**src/hapc_pkg.sv**
```systemverilog
// ----------------------------------------------------------------------------
// hapc_pkg
// Shared types and constants of the heading alignment controller: register
// indexes, field widths and the configuration register set.
// ----------------------------------------------------------------------------
package hapc_pkg;

  localparam int RATE_W   = 16;
  localparam int TARGET_W = 17;
  localparam int SCALE_W  = 16;
  localparam int BYTE_W   = 8;
  localparam int TOL_W    = 16;
  localparam int ERROR_W  = 17;
  localparam int CFG_IDX_W  = 3;
  localparam int CFG_DATA_W = 17;
  localparam int SCALE_SHIFT = 16;
  localparam int GAIN_SHIFT  = 4;
  localparam int QUEUE_DEPTH = 2;

  localparam logic [CFG_IDX_W-1:0] REG_TARGET    = 3'd0;
  localparam logic [CFG_IDX_W-1:0] REG_STEP      = 3'd1;
  localparam logic [CFG_IDX_W-1:0] REG_GAIN      = 3'd2;
  localparam logic [CFG_IDX_W-1:0] REG_SPEED_MIN = 3'd3;
  localparam logic [CFG_IDX_W-1:0] REG_SPEED_MAX = 3'd4;
  localparam logic [CFG_IDX_W-1:0] REG_TOLERANCE = 3'd5;

  localparam logic [TARGET_W-1:0] RST_TARGET    = 17'd0;
  localparam logic [SCALE_W-1:0]  RST_STEP      = 16'd655;
  localparam logic [BYTE_W-1:0]   RST_GAIN      = 8'd24;
  localparam logic [BYTE_W-1:0]   RST_SPEED_MIN = 8'd50;
  localparam logic [BYTE_W-1:0]   RST_SPEED_MAX = 8'd255;
  localparam logic [TOL_W-1:0]    RST_TOLERANCE = 16'd512;

  typedef struct packed {
    logic [TARGET_W-1:0] target_heading;
    logic [SCALE_W-1:0]  step_scale;
    logic [BYTE_W-1:0]   gain;
    logic [BYTE_W-1:0]   speed_min;
    logic [BYTE_W-1:0]   speed_max;
    logic [TOL_W-1:0]    tolerance;
  } cfg_t;

endpackage

```
**src/hapc_front.sv**
```systemverilog
// ----------------------------------------------------------------------------
// hapc_front
// Accepts rate samples and turns each into a heading increment, the sample
// times the timestep scale floored to whole heading units.
// ----------------------------------------------------------------------------
module hapc_front (
  input  logic                                  clk,
  input  logic                                  rst_n,
  input  logic                                  in_valid,
  output logic                                  in_ready,
  input  logic signed [hapc_pkg::RATE_W-1:0]    in_rate_sample,
  input  logic [hapc_pkg::SCALE_W-1:0]          step_scale,
  output logic                                  push_valid,
  input  logic                                  push_ready,
  output logic signed [hapc_pkg::RATE_W-1:0]    push_delta
);

  localparam int PROD_W = hapc_pkg::RATE_W + hapc_pkg::SCALE_W + 1;

  logic                                valid_r;
  logic signed [hapc_pkg::RATE_W-1:0]  rate_r;
  logic signed [PROD_W-1:0]            prod;
  logic signed [hapc_pkg::SCALE_W:0]   scale_s;

  assign scale_s    = $signed({1'b0, step_scale});
  assign prod       = rate_r * scale_s;
  assign push_valid = valid_r;
  assign push_delta = prod[hapc_pkg::SCALE_SHIFT +: hapc_pkg::RATE_W];
  assign in_ready   = !valid_r || push_ready;

  always_ff @(posedge clk) begin
    if (!rst_n) begin
      valid_r <= 1'b0;
    end else if (in_ready) begin
      valid_r <= in_valid;
    end
  end

  always_ff @(posedge clk) begin
    if (in_valid && in_ready) begin
      rate_r <= in_rate_sample;
    end
  end

endmodule

```
**src/hapc_queue.sv**
```systemverilog
// ----------------------------------------------------------------------------
// hapc_queue
// Short queue of heading increments between the front and the back.
// ----------------------------------------------------------------------------
module hapc_queue (
  input  logic                                  clk,
  input  logic                                  rst_n,
  input  logic                                  push_valid,
  output logic                                  push_ready,
  input  logic signed [hapc_pkg::RATE_W-1:0]    push_delta,
  output logic                                  pop_valid,
  input  logic                                  pop_ready,
  output logic signed [hapc_pkg::RATE_W-1:0]    pop_delta
);

  localparam int PTR_W = $clog2(hapc_pkg::QUEUE_DEPTH);
  localparam int CNT_W = $clog2(hapc_pkg::QUEUE_DEPTH + 1);

  logic signed [hapc_pkg::RATE_W-1:0] mem_r [hapc_pkg::QUEUE_DEPTH];
  logic [PTR_W-1:0] wr_ptr_r;
  logic [PTR_W-1:0] rd_ptr_r;
  logic [CNT_W-1:0] count_r;
  logic             do_push;
  logic             do_pop;

  assign push_ready = (count_r != CNT_W'(hapc_pkg::QUEUE_DEPTH));
  assign pop_valid  = (count_r != '0);
  assign pop_delta  = mem_r[rd_ptr_r];
  assign do_push    = push_valid && push_ready;
  assign do_pop     = pop_valid && pop_ready;

  always_ff @(posedge clk) begin
    if (!rst_n) begin
      wr_ptr_r <= '0;
      rd_ptr_r <= '0;
      count_r  <= '0;
    end else begin
      if (do_push) begin
        wr_ptr_r <= (wr_ptr_r == PTR_W'(hapc_pkg::QUEUE_DEPTH - 1)) ? '0 : wr_ptr_r + 1'b1;
      end
      if (do_pop) begin
        rd_ptr_r <= (rd_ptr_r == PTR_W'(hapc_pkg::QUEUE_DEPTH - 1)) ? '0 : rd_ptr_r + 1'b1;
      end
      if (do_push && !do_pop) begin
        count_r <= count_r + 1'b1;
      end else if (do_pop && !do_push) begin
        count_r <= count_r - 1'b1;
      end
    end
  end

  always_ff @(posedge clk) begin
    if (do_push) begin
      mem_r[wr_ptr_r] <= push_delta;
    end
  end

endmodule

```
**src/hapc_back.sv**
```systemverilog
// ----------------------------------------------------------------------------
// hapc_back
// Integrates increments into the heading, wraps it, folds the error and
// derives the clamped drive speed, holding each result in an output register.
// ----------------------------------------------------------------------------
module hapc_back #(
  parameter int FRAC_BITS = 8
) (
  input  logic                                  clk,
  input  logic                                  rst_n,
  input  hapc_pkg::cfg_t                        cfg,
  input  logic                                  pop_valid,
  output logic                                  pop_ready,
  input  logic signed [hapc_pkg::RATE_W-1:0]    pop_delta,
  output logic                                  out_valid,
  input  logic                                  out_ready,
  output logic [hapc_pkg::BYTE_W-1:0]           out_drive_speed,
  output logic                                  out_turn_clockwise,
  output logic                                  out_aligned,
  output logic signed [hapc_pkg::ERROR_W-1:0]   out_heading_error
);

  localparam int FULL = 360 << FRAC_BITS;
  localparam int HALF = 180 << FRAC_BITS;
  localparam int HW   = $clog2(FULL);
  localparam int HSW  = ((HW > hapc_pkg::RATE_W) ? HW : hapc_pkg::RATE_W) + 2;
  localparam int ERW  = ((HW > hapc_pkg::TARGET_W) ? HW : hapc_pkg::TARGET_W) + 2;
  localparam int MW   = ERW - 1;
  localparam int PW   = MW + hapc_pkg::BYTE_W;
  localparam int SH   = FRAC_BITS + hapc_pkg::GAIN_SHIFT;

  typedef enum logic [4:0] {
    S_IDLE = 5'b00001,
    S_WRAP = 5'b00010,
    S_ERR  = 5'b00100,
    S_MAG  = 5'b01000,
    S_SPD  = 5'b10000
  } state_t;

  state_t                   state_r, state_nxt;
  logic [HW-1:0]            heading_r, heading_nxt;
  logic signed [HSW-1:0]    h_r, h_nxt;
  logic signed [ERW-1:0]    err_r, err_nxt;
  logic [MW-1:0]            mag_r, mag_nxt;
  logic signed [ERW-1:0]    diff;
  logic [PW-1:0]            prod;
  logic [PW-1:0]            speed_full;
  logic [hapc_pkg::BYTE_W-1:0] speed;
  logic                     done;
  logic                     out_free;
  logic                     out_load;
  logic                     out_valid_r;
  logic [hapc_pkg::BYTE_W-1:0]         speed_r;
  logic                                turn_r;
  logic                                aligned_r;
  logic signed [hapc_pkg::ERROR_W-1:0] herr_r;

  assign out_free  = !out_valid_r || out_ready;
  assign pop_ready = (state_r == S_IDLE);

  assign diff = $signed(ERW'(cfg.target_heading)) - $signed(ERW'(heading_r));
  assign prod = PW'(mag_r) * PW'(cfg.gain);
  assign speed_full = prod >> SH;
  assign done = (mag_r <= MW'(cfg.tolerance));

  always_comb begin
    if (speed_full < PW'(cfg.speed_min)) begin
      speed = cfg.speed_min;
    end else if (speed_full > PW'(cfg.speed_max)) begin
      speed = cfg.speed_max;
    end else begin
      speed = speed_full[hapc_pkg::BYTE_W-1:0];
    end
  end

  always_comb begin
    state_nxt   = state_r;
    heading_nxt = heading_r;
    h_nxt       = h_r;
    err_nxt     = err_r;
    mag_nxt     = mag_r;
    out_load    = 1'b0;
    case (state_r)
      S_IDLE: begin
        if (pop_valid) begin
          h_nxt     = $signed(HSW'(heading_r)) + HSW'(pop_delta);
          state_nxt = S_WRAP;
        end
      end
      S_WRAP: begin
        if (h_r < 0) begin
          h_nxt = h_r + HSW'(FULL);
        end else if (h_r >= HSW'(FULL)) begin
          h_nxt = h_r - HSW'(FULL);
        end else begin
          heading_nxt = h_r[HW-1:0];
          state_nxt   = S_ERR;
        end
      end
      S_ERR: begin
        if (diff > ERW'(HALF)) begin
          err_nxt = diff - ERW'(FULL);
        end else if (diff < -ERW'(HALF)) begin
          err_nxt = diff + ERW'(FULL);
        end else begin
          err_nxt = diff;
        end
        state_nxt = S_MAG;
      end
      S_MAG: begin
        mag_nxt   = err_r[ERW-1] ? MW'(-err_r) : MW'(err_r);
        state_nxt = S_SPD;
      end
      S_SPD: begin
        if (out_free) begin
          out_load  = 1'b1;
          state_nxt = S_IDLE;
        end
      end
      default: begin
        state_nxt = S_IDLE;
      end
    endcase
  end

  always_ff @(posedge clk) begin
    if (!rst_n) begin
      state_r     <= S_IDLE;
      heading_r   <= '0;
      out_valid_r <= 1'b0;
    end else begin
      state_r   <= state_nxt;
      heading_r <= heading_nxt;
      if (out_load) begin
        out_valid_r <= 1'b1;
      end else if (out_ready) begin
        out_valid_r <= 1'b0;
      end
    end
  end

  always_ff @(posedge clk) begin
    h_r   <= h_nxt;
    err_r <= err_nxt;
    mag_r <= mag_nxt;
    if (out_load) begin
      speed_r   <= done ? '0 : speed;
      turn_r    <= !err_r[ERW-1] && (err_r != '0);
      aligned_r <= done;
      herr_r    <= err_r[hapc_pkg::ERROR_W-1:0];
    end
  end

  assign out_valid          = out_valid_r;
  assign out_drive_speed    = speed_r;
  assign out_turn_clockwise = turn_r;
  assign out_aligned        = aligned_r;
  assign out_heading_error  = herr_r;

endmodule

```
**src/heading_align_p_controller.sv**
```systemverilog
// ----------------------------------------------------------------------------
// heading_align_p_controller
// Proportional heading alignment controller with angle wrap.
// ----------------------------------------------------------------------------
// Each request carries one yaw-rate sample and produces one result. The front
// registers the sample and scales it into a heading increment, which then
// enters a two-entry queue. The back sequencer pops the increment, updates and
// wraps the heading, folds the error, takes its magnitude and loads the result
// register, in that order. Every 360 degree wrap of the heading adds a pass
// through the wrap step, and more than one wrap per sample occurs only for
// FRAC_BITS below 7. The back takes a new increment only after it has loaded
// the result of the last one, and a result that is not taken holds the back
// in its last step.
module heading_align_p_controller #(
  parameter int FRAC_BITS = 8
) (
  input  logic                                  clk,
  input  logic                                  rst_n,
  input  logic                                  cfg_valid,
  output logic                                  cfg_ready,
  input  logic [hapc_pkg::CFG_IDX_W-1:0]        cfg_index,
  input  logic [hapc_pkg::CFG_DATA_W-1:0]       cfg_data,
  input  logic                                  in_valid,
  output logic                                  in_ready,
  input  logic signed [hapc_pkg::RATE_W-1:0]    in_rate_sample,
  output logic                                  out_valid,
  input  logic                                  out_ready,
  output logic [hapc_pkg::BYTE_W-1:0]           out_drive_speed,
  output logic                                  out_turn_clockwise,
  output logic                                  out_aligned,
  output logic signed [hapc_pkg::ERROR_W-1:0]   out_heading_error
);

  hapc_pkg::cfg_t cfg_r;
  logic                               push_valid;
  logic                               push_ready;
  logic signed [hapc_pkg::RATE_W-1:0] push_delta;
  logic                               pop_valid;
  logic                               pop_ready;
  logic signed [hapc_pkg::RATE_W-1:0] pop_delta;

  assign cfg_ready = 1'b1;

  always_ff @(posedge clk) begin
    if (!rst_n) begin
      cfg_r.target_heading <= hapc_pkg::RST_TARGET;
      cfg_r.step_scale     <= hapc_pkg::RST_STEP;
      cfg_r.gain           <= hapc_pkg::RST_GAIN;
      cfg_r.speed_min      <= hapc_pkg::RST_SPEED_MIN;
      cfg_r.speed_max      <= hapc_pkg::RST_SPEED_MAX;
      cfg_r.tolerance      <= hapc_pkg::RST_TOLERANCE;
    end else if (cfg_valid && cfg_ready) begin
      case (cfg_index)
        hapc_pkg::REG_TARGET: begin
          cfg_r.target_heading <= cfg_data[hapc_pkg::TARGET_W-1:0];
        end
        hapc_pkg::REG_STEP: begin
          cfg_r.step_scale <= cfg_data[hapc_pkg::SCALE_W-1:0];
        end
        hapc_pkg::REG_GAIN: begin
          cfg_r.gain <= cfg_data[hapc_pkg::BYTE_W-1:0];
        end
        hapc_pkg::REG_SPEED_MIN: begin
          cfg_r.speed_min <= cfg_data[hapc_pkg::BYTE_W-1:0];
        end
        hapc_pkg::REG_SPEED_MAX: begin
          cfg_r.speed_max <= cfg_data[hapc_pkg::BYTE_W-1:0];
        end
        hapc_pkg::REG_TOLERANCE: begin
          cfg_r.tolerance <= cfg_data[hapc_pkg::TOL_W-1:0];
        end
        default: begin
        end
      endcase
    end
  end

  hapc_front u_front (
    .clk            (clk),
    .rst_n          (rst_n),
    .in_valid       (in_valid),
    .in_ready       (in_ready),
    .in_rate_sample (in_rate_sample),
    .step_scale     (cfg_r.step_scale),
    .push_valid     (push_valid),
    .push_ready     (push_ready),
    .push_delta     (push_delta)
  );

  hapc_queue u_queue (
    .clk        (clk),
    .rst_n      (rst_n),
    .push_valid (push_valid),
    .push_ready (push_ready),
    .push_delta (push_delta),
    .pop_valid  (pop_valid),
    .pop_ready  (pop_ready),
    .pop_delta  (pop_delta)
  );

  hapc_back #(
    .FRAC_BITS (FRAC_BITS)
  ) u_back (
    .clk                (clk),
    .rst_n              (rst_n),
    .cfg                (cfg_r),
    .pop_valid          (pop_valid),
    .pop_ready          (pop_ready),
    .pop_delta          (pop_delta),
    .out_valid          (out_valid),
    .out_ready          (out_ready),
    .out_drive_speed    (out_drive_speed),
    .out_turn_clockwise (out_turn_clockwise),
    .out_aligned        (out_aligned),
    .out_heading_error  (out_heading_error)
  );

endmodule
```
**config.mk**
```make
export PLATFORM = sky130hd
export DESIGN_NAME = heading_align_p_controller
export DESIGN_NICKNAME = d
export VERILOG_FILES = /design/src/hapc_pkg.sv /design/src/hapc_front.sv /design/src/hapc_queue.sv /design/src/hapc_back.sv /design/src/heading_align_p_controller.sv
export SDC_FILE = /design/constraint.sdc
export NUM_CORES = 1
export LEC_CHECK = 0
export ABC_AREA = 1
export BUFFER_PORTS_ARGS = -buffer_cell sky130_fd_sc_hd__buf_2
export CELL_PAD_IN_SITES_DETAIL_PLACEMENT = 1
export CELL_PAD_IN_SITES_GLOBAL_PLACEMENT = 1
export CORE_MARGIN = 5
export CORE_UTILIZATION = 30
export CTS_BUF_LIST = sky130_fd_sc_hd__clkbuf_4 sky130_fd_sc_hd__clkbuf_8
export DETAILED_ROUTE_END_ITERATION = 7
export GPL_TIMING_DRIVEN = 1
export HOLD_SLACK_MARGIN = 0.15
export PLACE_DENSITY_LB_ADDON = 0.3
export SKIP_LAST_GASP = 1
export SYNTH_ARGS = -nofsm -noshare
export SYNTH_HDL_FRONTEND = slang
export SYNTH_SLANG_ARGS = --single-unit
```
**constraint.sdc**
```tcl
create_clock -name clk -period 7.88 [get_ports clk]
set_input_delay 1.182 -clock clk [delete_from_list [all_inputs] [get_ports clk]]
set_output_delay 1.182 -clock clk [all_outputs]
set_load 0.02 [all_outputs]
```
==> impl_metrics.tcl, run 1 <==
set metrics [dict create \
    switching_share_pct 50.29 \
    num_rows 108 \
    ir_drop_uv 307.8 \
    cts.clk_slew.worst_paths_ns 0.06 \
    drc 0 \
    synth_area_leader_cell "fa_1" \
    synth-warning-count 0 \
    yosys-top-cells-area "fa_1 22%, edfxtp_1 15%, nand2_1 13%, inv_1 12%, ha_1 11%" \
    clk_root_buffer_cell "clkbuf_8" \
    first_global_vias 23010 \
    die-area_um2 92850 \
    cts_made_buffers 45 \
    fillers 10710 \
    crit_fanout 11 \
    pre_cts_ws_ns 1.315 \
    synth_top_cells_by_count "898 x nand2_1, 820 x inv_1, 290 x fa_1" \
    setup_ws_ns 1.237 \
    post-route-period-util_pct 84.30 \
    grt_start_max_net_pins 52 \
    internal_power_mw 4.072 \
    cp-start-kind "register" \
    min_period_ns 6.643 \
    power.leakage_nw 15.34 \
    cts_resized 0 \
    portBuffers 69 \
    wl_per_cell_um 17.02 \
    vias 21150 \
    fin_tns_setup_ns 0 \
    p_per_area_nw_per_um2 288.5 \
    route.antenna.remaining_nets 0 \
    yosysUniqueCellTypes 53 \
    area_delta_synth_final_pct 8.985 \
    cts_tree "yes" \
    path_class "reg2reg" \
    cp.required_ns 8.22 \
    status "completed" \
    hold_viol_final 0 \
    layout-drive-gt1-share_pct 6.013 \
    synth_edf_count 131 \
    drt_first_pass_iters 4 \
    io_pins 71 \
    slew_headroom_pct 23.11 \
    seq_power_share_pct 22.3 \
    avgSynthCellArea_um2 7.583 \
    initial_core_util_pct 30.13 \
    worst_pin_slew_ns 1.153 \
    drtIter0Drc 965 \
    ys_seq_area_share_pct 22.94 \
    core_area_um2 86480 \
    syn-instance-count 3436 \
    hold_buffers 0 \
    crit_path_end_kind "register" \
    h-tree-depth 2 \
    synthesis.nets 3998 \
    die_x_um 304.7 \
    grt_pass1_wl_um 127900 \
    p_clk_share_pct 15.5 \
    drv_cap 0 \
    crit_arrival_ns 6.99 \
    place_congestion 0.8278 \
    gr-total-overflow 0 \
    die_height_um 304.7 \
    fmax_mhz 150.5 \
    track_usage_pct 17.17 \
    maxSlewViolCount 0 \
    dp_hpwl_um 63780 \
    async_reset_ff_share_pct 0 \
    cts_setup_buffers 0 \
    wl_um 78910 \
    synth.most_common_cell "nand2_1" \
    ys_seq_elements 233 \
    switchingPower_mw 4.119 \
    setup_viol 0 \
    p_comb_share_pct 62.2 \
    fin_nets 4003 \
    skew_ns 0.04016 \
    syn_area_um2 26050 \
    vias_per_cell 4.562 \
    yosysTopAreaCellShare_pct 22.28 \
    holdCritPathClass "reg2reg" \
    grt_antenna_before_repair 3 \
    rsz0062_at_grt "false" \
    cts.path.max_buffers 3 \
    clock_sinks 233 \
    clock_latency_ns 0.65 \
    synth_flop_cell "edfxtp_1" \
]
==> cell families (layout without fill, tap and decap cells) <==
family                     Yosys count  in the layout  synth area share [%]
buffers and inverters              949            989                 13.76
DFF                                233            233                 22.94
adders and majority gates          521            521                 33.37
and+or+nand+nor                   1327           1327                 20.81
xor gates and xnor gates            57             57                 1.916
other                                1              5               0.01439
AOI/OAI and AO/OA                  348            348                 7.189
==> per-layer routing <==
metal	GRT usage, %	part of all wire (%)
met5	0	0
met4	3.787	2.0
met3	1.798	2.7
met2	30.86	49
met1	22.41	46
==> state kept, by name, summed over array words and instances (netlist names), named ones only <==
| name | cells |
|---|---|
| cfg_r | 73 |
| u_queue.mem_r | 32 |
| u_back.err_r | 19 |
| u_back.h_r | 19 |
| u_back.mag_r | 18 |
| u_back.heading_r | 17 |
| u_back.out_heading_error | 17 |
| u_front.rate_r | 16 |
| u_back.out_drive_speed | 8 |
| u_back.state_r | 5 |
| u_queue.count_r | 2 |
| u_back.out_aligned | 1 |
| u_back.out_turn_clockwise | 1 |
| u_back.out_valid | 1 |
| u_front.push_valid | 1 |
| u_queue.rd_ptr_r | 1 |
| u_queue.wr_ptr_r | 1 |
==> placed cells by master, fill, tap and decap left out, drive strengths merged, types with 22 or more instances in the layout <==
| master | count |
|---|---|
| nor3 | 22 |
| xor2 | 37 |
| edfxtp | 131 |
| o21ai | 142 |
| ha | 231 |
| fa | 290 |
| nor2 | 236 |
| buf | 82 |
| nand3 | 104 |
| dfxtp | 102 |
| inv | 824 |
| nand4 | 27 |
| nand2 | 910 |
| clkbuf | 68 |
| a21oi | 154 |
==> power by group through the flow <==
| stage | registers (mW) | clock network (mW) | logic [mW] |
|---|---|---|---|
| after floorplan | 1.74 | 0 | 3.71 |
| after global routing | 1.84 | 1.36 | 5.83 |
| after detailed placement | 1.85 | 0 | 5.10 |
| final | 1.82 | 1.27 | 5.09 |
| after global placement | 1.85 | 0 | 5.01 |
| after CTS | 1.83 | 1.32 | 5.13 |
==> stage by stage <==
stage          utilization, %  std cells  instance area, µm²  power, mW  hold WS (ns)
3_3_place_gp            31.77       4549               27470      6.859        0.4374
5_1_grt                 32.83       4632               28390      9.037        0.4710
3_5_place_dp            31.77       4549               27470      6.949        0.4512
4_1_cts                 32.82       4631               28390      8.276        0.4585
6_report                32.83       4635               28400      8.191        0.4570
2_1_floorplan               -       3436               26060      5.451        0.4257
==> final timing paths <==
check / from / end / slack [ns] / depth (start not counted)
worst min register to register: u_queue.rd_ptr_r / u_queue.rd_ptr_r / 0.46 / 1
worst max-delay path: cfg_r[49] / u_queue.mem_r[0][12] / 1.24 / 20
worst max register to register: cfg_r[49] / u_queue.mem_r[0][12] / 1.24 / 20
worst min-delay path: u_queue.rd_ptr_r / u_queue.rd_ptr_r / 0.46 / 1
==> area by class of cell <==
| cell class | instances | area (µm²) | share of cell area, % |
|---|---|---|---|
| Timing Repair Buffer | 82 | 442.9 | 1.560 |
| Clock buffer | 68 | 798.3 | 2.811 |
| Tap cell | 1155 | 1445 | 5.089 |
| Antenna cell | 4 | 10.01 | 0.03525 |
| Inverter | 825 | 3097 | 10.91 |
| Clock inverter | 14 | 116.4 | 0.4098 |
| Multi-Input combinational cell | 2254 | 16510 | 58.14 |
| Sequential cell | 233 | 5976 | 21.04 |
==> critical path, cell delays in order, from the launching register on <==
cell	delay, ns
dfxtp_1	0.78
buf_4	0.29
nand2_1	0.09
fa_1	0.61
fa_1	0.46
fa_1	0.58
fa_1	0.44
fa_1	0.50
inv_1	0.05
fa_1	0.44
ha_1	0.42
nand2_1	0.15
nor4_1	0.53
nand3b_1	0.15
nand3_1	0.23
nand2_1	0.08
nand2_1	0.12
nand2_1	0.08
nand2_1	0.10
a21oi_1	0.09
xor2_1	0.16
Note: power is estimated with default switching activity, not from simulation.
==> inputs of run 2 (changes only) <==
- ABC_AREA: 1 -> 0
- clock period: 7.88 -> 6.2 ns (I/O delays scaled with it)
==> impl_metrics.tcl, run 2 <==
set metrics [dict create \
    setup_ws_ns -0.3690 \
    num_rows 104 \
    ys_seq_area_share_pct 24.51 \
    cts_tree "yes" \
    route.antenna.remaining_nets 0 \
    whs_path_depth 2 \
    cts_made_buffers 45 \
    drtIter0Drc 651 \
    cpPeakStageDelay_ns 0.54 \
    worstRegToRegCells 26 \
    core_area_um2 80550 \
    crit_arrival_ns 6.95 \
    vias 18590 \
    synth_top_cells_by_count "414 x inv_1, 361 x nand2_1, 290 x fa_1" \
    largest-register "cfg_r" \
    vias_per_cell 4.783 \
    track_usage_pct 16.22 \
    layout-drive-gt1-share_pct 16.67 \
    cts.path.max_buffers 3 \
    cp-start-kind "register" \
    whs_endpoint "cfg_r[6]" \
    crit_fanout 5 \
    ys_seq_elements 233 \
    grt_pass1_wl_um 114300 \
    avgSynthCellArea_um2 9.417 \
    place_congestion 0.8306 \
    post-route-period-util_pct 106.0 \
    status "finished with violations" \
    clock_sinks 233 \
    synth.most_common_cell "inv_1" \
    syn_area_um2 24380 \
    yosysTopAreaCellShare_pct 23.81 \
    worst_pin_slew_ns 1.209 \
    first_global_vias 21270 \
    grt_start_max_net_pins 103 \
    reg2reg_slack_ns -0.37 \
    path_class "reg2reg" \
    final_cell_mix "405 x inv_1, 353 x nand2_1, 285 x fa_1" \
    syn-instance-count 2589 \
    initial_core_util_pct 30.27 \
    critPathSlowestCell "fa_1" \
    place_inst 3770 \
    wl_um 69520 \
    final_cells 3886 \
    crit_path_end_kind "register" \
    gr-total-overflow 0 \
    portBuffers 69 \
    setup_viol 28 \
    drc 0 \
    slew_headroom_pct 19.22 \
    synth_edf_count 131 \
    yosys-top-cells-area "fa_1 24%, edfxtp_1 16%, ha_1 12%, dfxtp_1 8.4%, inv_1 6.4%" \
    yosysUniqueCellTypes 80 \
    grt_antenna_before_repair 2 \
    io_pins 71 \
    min_period_ns 6.569 \
    die-area_um2 87070 \
    p_per_area_nw_per_um2 299.4 \
    path_common_cell "o21a_1" \
    fmax_mhz 152.2 \
    wl_per_cell_um 17.89 \
    async_reset_ff_share_pct 0 \
    clk_root_buffer_cell "clkbuf_8" \
    die_height_um 295.1 \
    holdCritPathClass "reg2reg" \
    r2r-end "u_back.out_drive_speed[1]" \
    violations "negative setup slack" \
    maxSlewViolCount 0 \
    whs_ns 0.4666 \
    clock_latency_ns 0.61 \
    hold_viol_final 0 \
    drt_first_pass_iters 5 \
    die_x_um 295.1 \
    fin_nets 3354 \
    power.leakage_nw 12.77 \
    dp_hpwl_um 57040 \
    ir_drop_uv 326.0 \
    reg_top3 "cfg_r: 73 flops, u_queue.mem_r: 32 flops" \
    cp.required_ns 6.58 \
    synth-warning-count 0 \
    area_delta_synth_final_pct 17.86 \
    skew_ns 0.04288 \
    synth_area_leader_cell "fa_1" \
    synth_flop_cell "edfxtp_1" \
    synthesis.nets 3151 \
    h-tree-depth 2 \
    mostFrequentLayoutCell "inv_1" \
    r2r_start "u_back.mag_r[6]" \
    drv_cap 0 \
    largest_register_ffs 73 \
    cts.clk_slew.worst_paths_ns 0.05 \
    min_from "cfg_r[6]" \
    rsz0062_at_grt "true" \
]
-- run 2: worst max-delay path by stage --
stage	startpoint	endpoint	slack, ns	depth (start not counted)
floorplan	u_back.mag_r[1]	u_back.out_drive_speed[4]	0.008	25
global placement	u_back.mag_r[4]	u_back.out_drive_speed[5]	-0.34	24
detailed placement	u_back.mag_r[4]	u_back.out_drive_speed[4]	-0.67	24
CTS	u_back.mag_r[5]	u_back.out_drive_speed[0]	-0.34	26
global route	u_back.mag_r[6]	u_back.out_drive_speed[1]	-0.56	26
finish	u_back.mag_r[6]	u_back.out_drive_speed[1]	-0.37	26
-- run 2: metal layers --
layer  GRT usage, %  wire [µm]
met1          20.84      31010
met2          29.19      35030
met3          2.051       1816
met4          3.870       1659
met5              0          0
-- run 2: worst max-delay path: cells and delay by family (launching register included) --
kind | cells | cell delay [ns]
fa+ha+maj | 6 | 2.53
simple gates | 7 | 1.37
compound gates | 8 | 1.33
flops | 1 | 0.48
buf+inv | 4 | 0.44
xor+xnor | 1 | 0.17
-- run 2: kinds of logic after synthesis --
| logic type | synth area share (%) |
|---|---|
| multiplexers | 1.601 |
| XOR/XNOR | 2.802 |
| AO/OA/AOI/OAI | 10.17 |
| AND/OR/NAND/NOR | 17.33 |
| buffers and inverters | 7.913 |
| other | 0.01538 |
| flip-flops | 24.51 |
| adder cells (fa/ha/maj) | 35.67 |
-- run 2: area by class of cell --
class                      count  area, µm²
clock inverter                22      216.5
inverter                     414       1554
tap                         1060       1326
timing repair buffer         248       1794
antenna                        1      2.502
clock buffer                  58      723.2
sequential                   233       5987
fill                        9188      51810
multi-input combinational   1850      17130
-- run 2: report_power, final --
part | switching [mW] | internal [mW]
clock | 0.704 | 0.933
sequential | 0.136 | 2.01
combinational | 2.63 | 2.19
-- run 2: timing repair --
action,4_1_cts,5_1_grt
buffers inserted,30,6
resized for setup,85,69
gates cloned,1,0
hold buffers,0,0
pin swaps,72,73
setup endpoints to repair,34,34
-- run 2: metrics by stage --
stage | TNS (ns) | area, µm² | total power [mW] | util [%] | setup slack, ns
after detailed placement | -13.20 | 26870 | 6.392 | 33.36 | -0.6681
after global routing | -11.22 | 28740 | 9.412 | 35.68 | -0.5619
after CTS | -2.971 | 28390 | 8.469 | 35.25 | -0.3421
after floorplan | 0 | 24460 | 5.106 | - | 0.008233
after global placement | -3.914 | 26870 | 6.198 | 33.36 | -0.3400
final | -4.195 | 28740 | 8.603 | 35.68 | -0.3690
